`config.mk`:
```
export PLATFORM = sky130hd
export DESIGN_NAME = compass_heading_with_offset_calibration_flat
export DESIGN_NICKNAME = d
export VERILOG_FILES = /design/src/design/cmpcal_pkg.sv /design/src/design/cmpcal_if.sv /design/src/design/cmpcal_front.sv /design/src/design/cmpcal_fifo.sv /design/src/design/cmpcal_cordic.sv /design/src/design/compass_heading_with_offset_calibration.sv /design/src/flat_wrapper.sv
export VERILOG_INCLUDE_DIRS = /design/src /design/src/design
export SDC_FILE = /design/constraint.sdc
export NUM_CORES = 2
export LEC_CHECK = 0
export ABC_CLOCK_PERIOD_IN_PS = 6300
export BUFFER_PORTS_ARGS = -buffer_cell sky130_fd_sc_hd__buf_2
export CORE_ASPECT_RATIO = 1.5
export CORE_UTILIZATION = 60
export CTS_CLUSTER_SIZE = 28
export DETAILED_ROUTE_END_ITERATION = 6
export PLACE_DENSITY = 0.87
export RECOVER_POWER = 50
export SYNTH_ARGS = -nofsm -noshare
export SYNTH_HDL_FRONTEND = slang
export SYNTH_SLANG_ARGS = --single-unit
```
`constraint.sdc`:
```
create_clock -name clk_i -period 6.3 [get_ports clk_i]
set_input_delay 0.63 -clock clk_i [delete_from_list [all_inputs] [get_ports clk_i]]
set_output_delay 0.63 -clock clk_i [all_outputs]
set_load 0.02 [all_outputs]
```
`src/design/assert_macros.svh`:
```
// Assertion macros shared by the compass heading design files.
`ifndef ASSERT_MACROS_SVH
`define ASSERT_MACROS_SVH
`ifndef SYNTHESIS
// Property that must hold at every clock edge outside of reset.
`define CMP_ASSERT(lbl, prop, msg) \
  lbl: assert property (@(posedge clk_i) disable iff (!rst_ni) (prop)) else $error(msg);
// Condition that must never be seen at a clock edge outside of reset.
`define CMP_ASSERT_NEVER(lbl, cond, msg) \
  lbl: assert property (@(posedge clk_i) disable iff (!rst_ni) !(cond)) else $error(msg);
`else
`define CMP_ASSERT(lbl, prop, msg)
`define CMP_ASSERT_NEVER(lbl, cond, msg)
`endif
`endif

```
`src/design/cmpcal_pkg.sv`:
```
// Shared types, constants and the CORDIC angle table of the compass heading block.
package cmpcal_pkg;

  localparam int AXIS_W     = 16;
  localparam int DIFF_W     = 17;
  localparam int HEADING_W  = 15;
  localparam int THRESH_W   = 16;
  localparam int LEN_W      = 10;
  localparam int CFG_IDX_W  = 1;
  localparam int CFG_DATA_W = 16;

  localparam logic [CFG_IDX_W-1:0] REG_SPAN_THRESHOLD = 1'b0;
  localparam logic [CFG_IDX_W-1:0] REG_CAL_LENGTH     = 1'b1;

  localparam logic [THRESH_W-1:0] SPAN_THRESHOLD_RST = 16'd100;
  localparam logic [LEN_W-1:0]    CAL_LENGTH_RST     = 10'd200;

  // Angles are degrees scaled by 2^16.
  localparam int ANGLE_W         = 26;
  localparam int ANGLE_TABLE_LEN = 24;
  localparam int ANGLE_IDX_W     = 5;
  localparam logic signed [ANGLE_W-1:0] HALF_TURN = 26'sd11796480;

  // Queue between the front and the CORDIC back end.
  localparam int QUEUE_DEPTH = 2;
  localparam int QPTR_W      = 1;
  localparam int QCNT_W      = 2;

  typedef struct packed {
    logic signed [DIFF_W-1:0] dx;
    logic signed [DIFF_W-1:0] dy;
    logic                     calibrating;
    logic                     done;
    logic signed [AXIS_W-1:0] offset_x;
    logic signed [AXIS_W-1:0] offset_y;
    logic signed [AXIS_W-1:0] offset_z;
  } item_t;

  // atan(2^-i) in degrees times 2^16, rounded to nearest.
  function automatic logic signed [ANGLE_W-1:0] atan_deg16(input logic [ANGLE_IDX_W-1:0] idx);
    logic signed [ANGLE_W-1:0] a;
    case (idx)
      5'd0:    a = 26'sd2949120;
      5'd1:    a = 26'sd1740967;
      5'd2:    a = 26'sd919879;
      5'd3:    a = 26'sd466945;
      5'd4:    a = 26'sd234379;
      5'd5:    a = 26'sd117304;
      5'd6:    a = 26'sd58666;
      5'd7:    a = 26'sd29335;
      5'd8:    a = 26'sd14668;
      5'd9:    a = 26'sd7334;
      5'd10:   a = 26'sd3667;
      5'd11:   a = 26'sd1833;
      5'd12:   a = 26'sd917;
      5'd13:   a = 26'sd458;
      5'd14:   a = 26'sd229;
      5'd15:   a = 26'sd115;
      5'd16:   a = 26'sd57;
      5'd17:   a = 26'sd29;
      5'd18:   a = 26'sd14;
      5'd19:   a = 26'sd7;
      5'd20:   a = 26'sd4;
      5'd21:   a = 26'sd2;
      5'd22:   a = 26'sd1;
      default: a = 26'sd0;
    endcase
    return a;
  endfunction

endpackage

```
`src/design/cmpcal_if.sv`:
```
// Valid/ready channel interfaces for magnetometer sample words and heading result words.
interface cmpcal_in_if;
  logic                                 valid;
  logic                                 ready;
  logic                                 mode;
  logic signed [cmpcal_pkg::AXIS_W-1:0] axis_x;
  logic signed [cmpcal_pkg::AXIS_W-1:0] axis_y;
  logic signed [cmpcal_pkg::AXIS_W-1:0] axis_z;

  modport source (output valid, mode, axis_x, axis_y, axis_z, input ready);
  modport sink (input valid, mode, axis_x, axis_y, axis_z, output ready);
endinterface

interface cmpcal_out_if;
  logic                                    valid;
  logic                                    ready;
  logic        [cmpcal_pkg::HEADING_W-1:0] heading;
  logic                                    calibrating;
  logic                                    calibration_done;
  logic signed [cmpcal_pkg::AXIS_W-1:0]    offset_x_out;
  logic signed [cmpcal_pkg::AXIS_W-1:0]    offset_y_out;
  logic signed [cmpcal_pkg::AXIS_W-1:0]    offset_z_out;

  modport source (output valid, heading, calibrating, calibration_done,
                  offset_x_out, offset_y_out, offset_z_out, input ready);
  modport sink (input valid, heading, calibrating, calibration_done,
                offset_x_out, offset_y_out, offset_z_out, output ready);
endinterface

```
`src/design/cmpcal_front.sv`:
```
// Front end: accepts sample words, runs min/max calibration and forms offset-corrected vectors.
`include "assert_macros.svh"

module cmpcal_front (
  input  logic                                  clk_i,
  input  logic                                  rst_ni,
  cmpcal_in_if.sink                             in_i,
  input  logic [cmpcal_pkg::THRESH_W-1:0]       span_threshold_i,
  input  logic [cmpcal_pkg::LEN_W-1:0]          cal_length_i,
  input  logic                                  full_i,
  output logic                                  push_o,
  output cmpcal_pkg::item_t                     push_item_o
);

  localparam logic [1:0] ST_IDLE   = 2'd0;
  localparam logic [1:0] ST_TRACK  = 2'd1;
  localparam logic [1:0] ST_FINISH = 2'd2;
  localparam logic [1:0] ST_PUSH   = 2'd3;

  localparam int AW = cmpcal_pkg::AXIS_W;
  localparam int DW = cmpcal_pkg::DIFF_W;

  logic [1:0] state_q, state_d;

  logic                 mode_q;
  logic signed [AW-1:0] smp_q [3];

  logic signed [AW-1:0] min_q [3];
  logic signed [AW-1:0] min_d [3];
  logic signed [AW-1:0] max_q [3];
  logic signed [AW-1:0] max_d [3];
  logic signed [AW-1:0] off_q [3];
  logic signed [AW-1:0] off_d [3];
  logic [cmpcal_pkg::LEN_W-1:0] count_q, count_d;
  logic                 active_q, active_d;
  logic                 done_q, done_d;

  logic signed [DW-1:0] sum_w  [3];
  logic signed [DW-1:0] mid_w  [3];
  logic        [DW-1:0] span_w [3];
  logic signed [DW-1:0] diff_w [3];

  logic accept;

  assign in_i.ready = (state_q == ST_IDLE);
  assign accept     = in_i.valid && in_i.ready;

  // Span and midpoint per axis; the midpoint rounds toward zero.
  always_comb begin
    for (int k = 0; k < 3; k++) begin
      sum_w[k]  = DW'(max_q[k]) + DW'(min_q[k]);
      mid_w[k]  = (sum_w[k] + DW'(sum_w[k][DW-1])) >>> 1;
      span_w[k] = DW'(max_q[k]) - DW'(min_q[k]);
      diff_w[k] = DW'(smp_q[k]) - DW'(off_q[k]);
    end
  end

  always_comb begin
    state_d  = state_q;
    min_d    = min_q;
    max_d    = max_q;
    off_d    = off_q;
    count_d  = count_q;
    active_d = active_q;
    done_d   = done_q;
    push_o   = 1'b0;
    case (state_q)
      ST_IDLE: begin
        if (accept) begin
          state_d = ST_TRACK;
        end
      end
      ST_TRACK: begin
        done_d = 1'b0;
        if (mode_q) begin
          if (!active_q) begin
            for (int k = 0; k < 3; k++) begin
              min_d[k] = smp_q[k];
              max_d[k] = smp_q[k];
              off_d[k] = '0;
            end
            count_d  = '0;
            active_d = 1'b1;
          end else begin
            for (int k = 0; k < 3; k++) begin
              if (smp_q[k] > max_q[k]) begin
                max_d[k] = smp_q[k];
              end
              if (smp_q[k] < min_q[k]) begin
                min_d[k] = smp_q[k];
              end
            end
            count_d = count_q + 1'b1;
            done_d  = (count_d >= cal_length_i);
          end
        end
        state_d = ST_FINISH;
      end
      ST_FINISH: begin
        if (done_q) begin
          for (int k = 0; k < 3; k++) begin
            if (span_w[k] > DW'(span_threshold_i)) begin
              off_d[k] = mid_w[k][AW-1:0];
            end else begin
              off_d[k] = '0;
            end
          end
          active_d = 1'b0;
        end
        state_d = ST_PUSH;
      end
      ST_PUSH: begin
        if (!full_i) begin
          push_o  = 1'b1;
          state_d = ST_IDLE;
        end
      end
      default: state_d = ST_IDLE;
    endcase
  end

  always_comb begin
    push_item_o.dx          = diff_w[0];
    push_item_o.dy          = diff_w[1];
    push_item_o.calibrating = active_q;
    push_item_o.done        = done_q;
    push_item_o.offset_x    = off_q[0];
    push_item_o.offset_y    = off_q[1];
    push_item_o.offset_z    = off_q[2];
  end

  always_ff @(posedge clk_i or negedge rst_ni) begin
    if (!rst_ni) begin
      state_q  <= ST_IDLE;
      count_q  <= '0;
      active_q <= 1'b0;
      done_q   <= 1'b0;
      for (int k = 0; k < 3; k++) begin
        min_q[k] <= '0;
        max_q[k] <= '0;
        off_q[k] <= '0;
      end
    end else begin
      state_q  <= state_d;
      count_q  <= count_d;
      active_q <= active_d;
      done_q   <= done_d;
      min_q    <= min_d;
      max_q    <= max_d;
      off_q    <= off_d;
    end
  end

  always_ff @(posedge clk_i) begin
    if (accept) begin
      mode_q   <= in_i.mode;
      smp_q[0] <= in_i.axis_x;
      smp_q[1] <= in_i.axis_y;
      smp_q[2] <= in_i.axis_z;
    end
  end

  `CMP_ASSERT(a_done_ends_run, push_o && push_item_o.done |-> !push_item_o.calibrating, "run still active on the word that ended it")
  `CMP_ASSERT_NEVER(a_push_while_full, push_o && full_i, "front pushed into a full queue")

endmodule

```
`src/design/cmpcal_fifo.sv`:
```
// Short queue of corrected vectors between the calibration front end and the CORDIC.
`include "assert_macros.svh"

module cmpcal_fifo (
  input  logic              clk_i,
  input  logic              rst_ni,
  input  logic              push_i,
  input  cmpcal_pkg::item_t item_i,
  output logic              full_o,
  input  logic              pop_i,
  output logic              empty_o,
  output cmpcal_pkg::item_t head_o
);

  cmpcal_pkg::item_t mem_q [cmpcal_pkg::QUEUE_DEPTH];

  logic [cmpcal_pkg::QPTR_W-1:0] wr_ptr_q, rd_ptr_q;
  logic [cmpcal_pkg::QCNT_W-1:0] count_q;

  assign full_o  = (count_q == cmpcal_pkg::QCNT_W'(cmpcal_pkg::QUEUE_DEPTH));
  assign empty_o = (count_q == '0);
  assign head_o  = mem_q[rd_ptr_q];

  always_ff @(posedge clk_i or negedge rst_ni) begin
    if (!rst_ni) begin
      wr_ptr_q <= '0;
      rd_ptr_q <= '0;
      count_q  <= '0;
    end else begin
      if (push_i) begin
        wr_ptr_q <= wr_ptr_q + 1'b1;
      end
      if (pop_i) begin
        rd_ptr_q <= rd_ptr_q + 1'b1;
      end
      if (push_i && !pop_i) begin
        count_q <= count_q + 1'b1;
      end else if (pop_i && !push_i) begin
        count_q <= count_q - 1'b1;
      end
    end
  end

  always_ff @(posedge clk_i) begin
    if (push_i) begin
      mem_q[wr_ptr_q] <= item_i;
    end
  end

  `CMP_ASSERT_NEVER(a_pop_empty, pop_i && empty_o, "pop from an empty queue")
  `CMP_ASSERT(a_count_bound, count_q <= cmpcal_pkg::QCNT_W'(cmpcal_pkg::QUEUE_DEPTH), "queue count beyond depth")

endmodule

```
`src/design/cmpcal_cordic.sv`:
```
// Back end: iterative vectoring CORDIC that turns a corrected vector into a heading word.
`include "assert_macros.svh"

module cmpcal_cordic #(
  parameter int HEADING_FRAC_BITS = 6,
  parameter int CORDIC_STEPS      = 16
) (
  input  logic              clk_i,
  input  logic              rst_ni,
  input  logic              empty_i,
  input  cmpcal_pkg::item_t head_i,
  output logic              pop_o,
  cmpcal_out_if.source      out_o
);

  localparam int STEPS = (CORDIC_STEPS < cmpcal_pkg::ANGLE_TABLE_LEN) ?
                         CORDIC_STEPS : cmpcal_pkg::ANGLE_TABLE_LEN;
  localparam int CNT_W = $clog2(STEPS + 1);
  localparam int XY_W  = 20;
  localparam int ZW    = cmpcal_pkg::ANGLE_W;
  localparam int HW    = ZW + 1;
  localparam int SH    = 16 - HEADING_FRAC_BITS;
  localparam logic [HW-1:0] ROUND_BIAS = HW'(1) << (SH - 1);
  localparam logic [HW-1:0] LIMIT      = HW'(360) << HEADING_FRAC_BITS;

  localparam logic [1:0] ST_IDLE   = 2'd0;
  localparam logic [1:0] ST_ROTATE = 2'd1;
  localparam logic [1:0] ST_ROUND  = 2'd2;

  logic [1:0] state_q, state_d;
  logic [CNT_W-1:0] step_q, step_d;

  logic signed [XY_W-1:0] x_q, x_d, y_q, y_d;
  logic signed [ZW-1:0]   z_q, z_d;
  logic signed [XY_W-1:0] xs, ys, x0, y0;
  logic [cmpcal_pkg::ANGLE_IDX_W-1:0] idx;

  cmpcal_pkg::item_t meta_q;

  logic signed [HW-1:0] h_s;
  logic        [HW-1:0] h_u, h_r, h_c;

  logic out_valid_q, out_valid_d;
  logic load_out;

  assign idx = cmpcal_pkg::ANGLE_IDX_W'(step_q);
  assign xs  = x_q >>> idx;
  assign ys  = y_q >>> idx;
  assign x0  = XY_W'(head_i.dx);
  assign y0  = XY_W'(head_i.dy);

  // Final angle shifted to 0..360 degrees, rounded half up and clamped.
  assign h_s = HW'(z_q) + HW'(cmpcal_pkg::HALF_TURN);
  assign h_u = h_s[HW-1] ? '0 : h_s;
  assign h_r = (h_u + ROUND_BIAS) >> SH;
  assign h_c = (h_r > LIMIT) ? LIMIT : h_r;

  assign out_o.valid = out_valid_q;

  always_comb begin
    state_d     = state_q;
    step_d      = step_q;
    x_d         = x_q;
    y_d         = y_q;
    z_d         = z_q;
    pop_o       = 1'b0;
    load_out    = 1'b0;
    out_valid_d = out_valid_q && !out_o.ready;
    case (state_q)
      ST_IDLE: begin
        if (!empty_i) begin
          pop_o  = 1'b1;
          step_d = '0;
          if (head_i.dx == '0 && head_i.dy == '0) begin
            z_d     = '0;
            state_d = ST_ROUND;
          end else begin
            state_d = ST_ROTATE;
            if (head_i.dx < 0) begin
              x_d = -x0;
              y_d = -y0;
              z_d = (head_i.dy >= 0) ? cmpcal_pkg::HALF_TURN : -cmpcal_pkg::HALF_TURN;
            end else begin
              x_d = x0;
              y_d = y0;
              z_d = '0;
            end
          end
        end
      end
      ST_ROTATE: begin
        if (y_q > 0) begin
          x_d = x_q + ys;
          y_d = y_q - xs;
          z_d = z_q + cmpcal_pkg::atan_deg16(idx);
        end else begin
          x_d = x_q - ys;
          y_d = y_q + xs;
          z_d = z_q - cmpcal_pkg::atan_deg16(idx);
        end
        step_d = step_q + 1'b1;
        if (step_q == CNT_W'(STEPS - 1)) begin
          state_d = ST_ROUND;
        end
      end
      ST_ROUND: begin
        if (!out_valid_q || out_o.ready) begin
          load_out    = 1'b1;
          out_valid_d = 1'b1;
          state_d     = ST_IDLE;
        end
      end
      default: state_d = ST_IDLE;
    endcase
  end

  always_ff @(posedge clk_i or negedge rst_ni) begin
    if (!rst_ni) begin
      state_q     <= ST_IDLE;
      step_q      <= '0;
      out_valid_q <= 1'b0;
    end else begin
      state_q     <= state_d;
      step_q      <= step_d;
      out_valid_q <= out_valid_d;
    end
  end

  always_ff @(posedge clk_i) begin
    x_q <= x_d;
    y_q <= y_d;
    z_q <= z_d;
    if (pop_o) begin
      meta_q <= head_i;
    end
    if (load_out) begin
      out_o.heading          <= h_c[cmpcal_pkg::HEADING_W-1:0];
      out_o.calibrating      <= meta_q.calibrating;
      out_o.calibration_done <= meta_q.done;
      out_o.offset_x_out     <= meta_q.offset_x;
      out_o.offset_y_out     <= meta_q.offset_y;
      out_o.offset_z_out     <= meta_q.offset_z;
    end
  end

  `CMP_ASSERT(a_step_bound, step_q <= CNT_W'(STEPS), "CORDIC step count ran past its end")

endmodule

```
`src/design/compass_heading_with_offset_calibration.sv`:
```
// Top level of the compass heading block with hard-iron offset calibration.
//
// Each input word carries one signed 16-bit X/Y/Z magnetometer sample and a mode bit; every
// word yields exactly one result word holding the heading atan2(y - offset_y, x - offset_x)
// plus 180 degrees in steps of 2^-HEADING_FRAC_BITS degree (0 to 360 degrees), together with
// the calibration status and the current X/Y/Z offsets. A calibration word (mode 1) that
// arrives while no run is active seeds the per-axis minimum and maximum and clears the
// offsets; later calibration words widen min and max, and the calibration_length-th word
// after the seed ends the run. Each axis offset then becomes the midpoint of min and max,
// rounded toward zero, when the span exceeds span_threshold, and zero otherwise. Measurement
// words during a run leave it unchanged, and the heading uses the offsets in force after the
// word, which are zero during a run. The front end steps each word through accept, track,
// finish and hand-off and takes no new word before the hand-off, which waits while the queue
// is full; the CORDIC back end loads a word, does one micro-rotation per cycle, then rounds,
// and the round waits while an earlier result is still held. A zero vector skips the
// rotations. A two-entry queue between the two ends and a registered output let the front
// end take the next word while a result still waits. Configuration writes are taken at
// any edge with cfg_we_i high and are meant to happen only while the block is idle.

module compass_heading_with_offset_calibration #(
  parameter int HEADING_FRAC_BITS = 6,
  parameter int CORDIC_STEPS      = 16
) (
  input  logic                                clk_i,
  input  logic                                rst_ni,
  cmpcal_in_if.sink                           in_i,
  cmpcal_out_if.source                        out_o,
  input  logic                                cfg_we_i,
  input  logic [cmpcal_pkg::CFG_IDX_W-1:0]    cfg_idx_i,
  input  logic [cmpcal_pkg::CFG_DATA_W-1:0]   cfg_data_i
);

  logic [cmpcal_pkg::THRESH_W-1:0] span_threshold_q;
  logic [cmpcal_pkg::LEN_W-1:0]    cal_length_q;

  logic              push;
  logic              full;
  logic              pop;
  logic              empty;
  cmpcal_pkg::item_t push_item;
  cmpcal_pkg::item_t head_item;

  // Configuration registers; the length register keeps the low ten bits of the data.
  always_ff @(posedge clk_i or negedge rst_ni) begin
    if (!rst_ni) begin
      span_threshold_q <= cmpcal_pkg::SPAN_THRESHOLD_RST;
      cal_length_q     <= cmpcal_pkg::CAL_LENGTH_RST;
    end else if (cfg_we_i) begin
      case (cfg_idx_i)
        cmpcal_pkg::REG_SPAN_THRESHOLD: span_threshold_q <= cfg_data_i;
        cmpcal_pkg::REG_CAL_LENGTH:     cal_length_q     <= cfg_data_i[cmpcal_pkg::LEN_W-1:0];
        default: ;
      endcase
    end
  end

  // The front end owns the calibration state and hands corrected vectors to the queue.
  cmpcal_front u_front (
    .clk_i            (clk_i),
    .rst_ni           (rst_ni),
    .in_i             (in_i),
    .span_threshold_i (span_threshold_q),
    .cal_length_i     (cal_length_q),
    .full_i           (full),
    .push_o           (push),
    .push_item_o      (push_item)
  );

  cmpcal_fifo u_fifo (
    .clk_i   (clk_i),
    .rst_ni  (rst_ni),
    .push_i  (push),
    .item_i  (push_item),
    .full_o  (full),
    .pop_i   (pop),
    .empty_o (empty),
    .head_o  (head_item)
  );

  // The back end rotates one vector at a time and holds the finished word for the sink.
  cmpcal_cordic #(
    .HEADING_FRAC_BITS (HEADING_FRAC_BITS),
    .CORDIC_STEPS      (CORDIC_STEPS)
  ) u_cordic (
    .clk_i   (clk_i),
    .rst_ni  (rst_ni),
    .empty_i (empty),
    .head_i  (head_item),
    .pop_o   (pop),
    .out_o   (out_o)
  );

endmodule
```
`src/flat_wrapper.sv`:
```
// flat-port wrapper written by rule: the top's interface ports become plain ports
module compass_heading_with_offset_calibration_flat 
#(
  parameter int HEADING_FRAC_BITS = 6,
  parameter int CORDIC_STEPS      = 16
)
  (clk_i, rst_ni, cfg_we_i, cfg_idx_i, cfg_data_i, in_i_valid, in_i_mode, in_i_axis_x, in_i_axis_y, in_i_axis_z, in_i_ready, out_o_valid, out_o_heading, out_o_calibrating, out_o_calibration_done, out_o_offset_x_out, out_o_offset_y_out, out_o_offset_z_out, out_o_ready);
  cmpcal_in_if in_i_i ();
  cmpcal_out_if out_o_i ();
  input  logic clk_i;
  input  logic rst_ni;
  input  logic cfg_we_i;
  input  logic [cmpcal_pkg::CFG_IDX_W-1:0] cfg_idx_i;
  input  logic [cmpcal_pkg::CFG_DATA_W-1:0] cfg_data_i;
  input wire logic [$bits(in_i_i.valid)-1:0] in_i_valid;
  input wire logic [$bits(in_i_i.mode)-1:0] in_i_mode;
  input wire logic [$bits(in_i_i.axis_x)-1:0] in_i_axis_x;
  input wire logic [$bits(in_i_i.axis_y)-1:0] in_i_axis_y;
  input wire logic [$bits(in_i_i.axis_z)-1:0] in_i_axis_z;
  output wire logic [$bits(in_i_i.ready)-1:0] in_i_ready;
  output wire logic [$bits(out_o_i.valid)-1:0] out_o_valid;
  output wire logic [$bits(out_o_i.heading)-1:0] out_o_heading;
  output wire logic [$bits(out_o_i.calibrating)-1:0] out_o_calibrating;
  output wire logic [$bits(out_o_i.calibration_done)-1:0] out_o_calibration_done;
  output wire logic [$bits(out_o_i.offset_x_out)-1:0] out_o_offset_x_out;
  output wire logic [$bits(out_o_i.offset_y_out)-1:0] out_o_offset_y_out;
  output wire logic [$bits(out_o_i.offset_z_out)-1:0] out_o_offset_z_out;
  input wire logic [$bits(out_o_i.ready)-1:0] out_o_ready;
  assign in_i_i.valid = in_i_valid;
  assign in_i_i.mode = in_i_mode;
  assign in_i_i.axis_x = in_i_axis_x;
  assign in_i_i.axis_y = in_i_axis_y;
  assign in_i_i.axis_z = in_i_axis_z;
  assign in_i_ready = in_i_i.ready;
  assign out_o_valid = out_o_i.valid;
  assign out_o_heading = out_o_i.heading;
  assign out_o_calibrating = out_o_i.calibrating;
  assign out_o_calibration_done = out_o_i.calibration_done;
  assign out_o_offset_x_out = out_o_i.offset_x_out;
  assign out_o_offset_y_out = out_o_i.offset_y_out;
  assign out_o_offset_z_out = out_o_i.offset_z_out;
  assign out_o_i.ready = out_o_ready;
  compass_heading_with_offset_calibration #(.HEADING_FRAC_BITS(HEADING_FRAC_BITS), .CORDIC_STEPS(CORDIC_STEPS)) u_core (.clk_i(clk_i), .rst_ni(rst_ni), .in_i(in_i_i), .out_o(out_o_i), .cfg_we_i(cfg_we_i), .cfg_idx_i(cfg_idx_i), .cfg_data_i(cfg_data_i));
endmodule
```
==> metrics.cfg <==
[run_status]
outcome = complete, but fails checks
violations = max-capacitance violations, max-slew violations

[clock_network]
clock_tree_from_tritoncts = done
h-tree-depth = 2
clk_root_buffer_cell = sky130_fd_sc_hd__clkbuf_16
cts.sink_count = 594
clock_path_buffers = 3
cts_inserted_buffers = 56
cts_post_setup_buffers_inserted = 0
clk_pin_slew_ns = 0.07
clk-insertion-delay-late_ns = 0.65

[routing]
wire_per_inst_um = 20.8
first_pass_iters = 6
detail_route.vias_per_cell = 6.26
vias = 30400
route.antenna.remaining_nets = 0
detail_route.wirelength_um = 101000
drtIter0Drc = 2120
drc = 0

[yosys]
synthDistinctLibCells = 107
synth_top_flop_cell = sky130_fd_sc_hd__edfxtp_1
avgSynthCellArea_um2 = 10.5
dominant_combinational_cell_family_by_area_after_synthesis = compound AO/OA/AOI/OAI gates
synth-xor-area-share = 0.0623
register_area_share_after_synthesis = 0.420
synthArstFlopShare = 0.330
synth_enable_flop_cells = 398
yosysWarningCount = 0
synth-seq-cells = 594
post_synth_mux_area_share = 0.0917
syn_nets = 4274
synthesis.instances = 3822
synth_compound_area_frac = 0.139
post_synth_instance_area_um2 = 40200
synthAdderAreaFrac = 0.121
post_synthesis_share_of_cell_area_spent_on_and_or_nand_and_nor_gates = 0.123

[global_routing]
grt_pass1_wl_um = 159000
grt_antenna_before_repair = 1
grt_start_max_net_pins = 72
grt_overflow = 0
track_usage = 0.299
vias_in_the_first_global_route = 30600

[finish]
design.final.nets = 4382
flow.area_growth_from_synthesis_pct = 8.03
register_area_um2 = 16900
antenna_cell_count = 0
layout_cell_share_with_drive_strength_beyond_1 = 0.121
multi_input_comb_area_um2 = 21600
filler_cell_count = 5005

[timing]
holdWs_ns = 0.154
post-route-period-util = 0.944
maxSlewViolCount = 457
finalSetupViolCount = 0
max_slew.worst_pin.slew_ns = 3.89
setup_repair_after_global_routing_missed_its_margin = no
maxClockFrequency_mhz = 168
hold_viol = 0
finClkSkew_ns = 0.0299
setup_tns_ns = 0
post-route-min-period_ns = 5.95
max-slew-margin-rel = -1.59

[floorplan]
core_um2 = 65900
design.portCount = 138
fp-row-count = 115
floorplan.initialDensity = 0.610
die_y_um = 319
fp.dieW_um = 213
floorplan.die_area_um2 = 68000

[critical_path]
slowest_stage_delay_on_critical_path_ns = 0.63
cp_common_cell = sky130_fd_sc_hd__a21oi_1
timing.critical_path.cells = buf_4, mux2_4, mux4_2, a221oi_2, nand4_1, nor4_1, buf_4, nor3_1, a21oi_1, a21oi_1, ha_1, and2_1, a311o_1, a2111oi_0, nor3_1, a21oi_1, o21ba_2, o211a_1, o41ai_1, nand3_1, a31o_1
critical_path_end_type = flop
timing.critical_path.required_ns = 6.71
timing.critical_path.from_type = flop
worstSetupPathType = reg -> reg
rrSetupSlack_ns = 0.35
cpMaxStageDelayCell = sky130_fd_sc_hd__dfrtp_4
crit_fanout = 21
arrival_ns = 6.36

[placement]
numPortBuffers = 137
place.detailed.hpwl_um = 75000
place_congestion = 1.03

[hold_path]
hp-class = in -> reg

[job]
maxCapViolCount = 8

critical path, delay by kind of cell (launching register included):
family	cells	cell delay, ns
multiplexers	2	0.83
AO/OA/AOI/OAI	10	2.15
buffers and inverters	2	0.43
AND/OR/NAND/NOR	6	1.26
flip-flops	1	0.63
adder cells (fa/ha/maj)	1	0.40
through the flow:
stage / cell area [um2] / cells / setup slack [ns] / util
2_1_floorplan: 40200 / 3822 / 0.569 / -
6_report: 43400 / 4855 / 0.352 / 0.659
3_5_place_dp: 41700 / 4748 / 0.406 / 0.632
3_3_place_gp: 41700 / 4748 / 0.540 / 0.632
5_1_grt: 43400 / 4855 / 0.0303 / 0.659
4_1_cts: 43600 / 4855 / 0.359 / 0.661
layout by cell type (no fill, tap or decap), types with 89 or more instances in the layout:
| master | Yosys | final |
|---|---|---|
| sky130_fd_sc_hd__edfxtp_1 | 398 | 398 |
| sky130_fd_sc_hd__ha_1 | 370 | 370 |
| sky130_fd_sc_hd__inv_1 | 271 | 270 |
| sky130_fd_sc_hd__nand2_1 | 257 | 257 |
| sky130_fd_sc_hd__nor2_1 | 245 | 243 |
| sky130_fd_sc_hd__a21oi_1 | 218 | 217 |
| sky130_fd_sc_hd__o21ai_0 | 213 | 213 |
| sky130_fd_sc_hd__dfrtp_1 | 190 | 187 |
| sky130_fd_sc_hd__mux2_2 | 175 | 170 |
| sky130_fd_sc_hd__xnor2_1 | 169 | 169 |
| sky130_fd_sc_hd__xor2_1 | 117 | 117 |
| sky130_fd_sc_hd__clkbuf_1 | 89 | 90 |
| sky130_fd_sc_hd__nor3_1 | 89 | 89 |
worst paths after layout:
check	startpoint	end	depth (start not counted)
max reg2reg	u_core.u_cordic.idx[0]	u_core.u_cordic.y_q[19]	21
min reg2reg	u_core.u_cordic.meta_q[29]	u_core.u_cordic.out_o.offset_y_out[13]	0
max	u_core.u_cordic.idx[0]	u_core.u_cordic.y_q[19]	21
min in group asynchronous	rst_ni	u_core.u_front.min_q[35]	2
min	in_i_axis_z[9]	u_core.u_front.smp_q[0][41]	1
max in group asynchronous	rst_ni	u_core.u_cordic.idx[0]	3
cell type report:
class,count,area share
sequential,594,0.389
clock inverter,43,0.00937
timing repair buffer,189,0.0222
multi-input combinational,2817,0.497
tap,877,0.0253
clock buffer,63,0.0341
inverter,272,0.0235
what timing repair did:
item,4_1_cts,5_1_grt
hold buffers,1,0
gates resized for setup,0,1
endpoints found under the hold margin,14,0
setup endpoints to repair,0,4
synth_stat cells, types with 13 or more instances:
cell type | n | share of area
sky130_fd_sc_hd__nand2_1 | 257 | 0.024
sky130_fd_sc_hd__o21a_1 | 27 | 0.0050
sky130_fd_sc_hd__o31ai_1 | 37 | 0.0069
sky130_fd_sc_hd__xor2_1 | 117 | 0.026
sky130_fd_sc_hd__a211oi_1 | 30 | 0.0056
sky130_fd_sc_hd__inv_1 | 271 | 0.025
sky130_fd_sc_hd__nand2b_1 | 59 | 0.0092
sky130_fd_sc_hd__xnor2_1 | 169 | 0.037
sky130_fd_sc_hd__clkbuf_8 | 13 | 0.0045
sky130_fd_sc_hd__mux2_2 | 175 | 0.049
sky130_fd_sc_hd__o21ai_0 | 213 | 0.027
sky130_fd_sc_hd__nand3_1 | 69 | 0.0086
sky130_fd_sc_hd__buf_2 | 15 | 0.0019
sky130_fd_sc_hd__a22o_1 | 22 | 0.0048
sky130_fd_sc_hd__mux4_2 | 37 | 0.021
sky130_fd_sc_hd__dfrtp_1 | 190 | 0.12
sky130_fd_sc_hd__o22ai_1 | 22 | 0.0034
sky130_fd_sc_hd__a211o_1 | 15 | 0.0033
sky130_fd_sc_hd__ha_1 | 370 | 0.12
sky130_fd_sc_hd__or3_1 | 26 | 0.0040
sky130_fd_sc_hd__clkbuf_1 | 89 | 0.0083
sky130_fd_sc_hd__nand4_1 | 28 | 0.0044
sky130_fd_sc_hd__nor3_1 | 89 | 0.011
sky130_fd_sc_hd__o21bai_1 | 22 | 0.0041
sky130_fd_sc_hd__a31oi_1 | 19 | 0.0030
sky130_fd_sc_hd__edfxtp_1 | 398 | 0.30
sky130_fd_sc_hd__o211ai_1 | 17 | 0.0032
sky130_fd_sc_hd__nor2_1 | 245 | 0.023
sky130_fd_sc_hd__nor4_1 | 30 | 0.0047
sky130_fd_sc_hd__a21oi_1 | 218 | 0.027
sky130_fd_sc_hd__or2_2 | 21 | 0.0033
sky130_fd_sc_hd__and2_1 | 20 | 0.0031
sky130_fd_sc_hd__mux2i_1 | 71 | 0.018
sky130_fd_sc_hd__and3_1 | 29 | 0.0045
sky130_fd_sc_hd__nor2b_1 | 55 | 0.0086
sky130_fd_sc_hd__a21o_1 | 78 | 0.015
sky130_fd_sc_hd__nor3b_1 | 14 | 0.0026
layer usage:
layer,GRT usage,share of wire,up-vias
met3,0.0433,0.052,460
met1,0.314,0.35,14700
met5,0,0.00011,-
li1,-,-,14200
met4,0.232,0.086,2
met2,0.530,0.51,1086
cells by family (layout without fill, tap and decap cells):
group	after synthesis	in the layout
XOR/XNOR	286	286
AO/OA/AOI/OAI	862	862
buffers and inverters	411	567
AND/OR/NAND/NOR	996	996
flip-flops	594	594
multiplexers	292	292
adder cells (fa/ha/maj)	381	381
sequential cells by signal, summed over array words and instances (netlist names), 16 cells and up:
signal and flops:
u_core.span_threshold_q 16, u_core.u_cordic.meta_q 50, u_core.u_cordic.out_o.offset_x_out 16, u_core.u_cordic.out_o.offset_y_out 16, u_core.u_cordic.out_o.offset_z_out 16, u_core.u_cordic.x_q 20
u_core.u_cordic.y_q 20, u_core.u_cordic.z_q 26, u_core.u_fifo.mem_q 168, u_core.u_front.max_q 48, u_core.u_front.min_q 48, u_core.u_front.push_item_o 48
u_core.u_front.smp_q 48
Power is not shown: default switching activity piles up to over one toggle a cycle in this logic, so the estimate is an artifact.
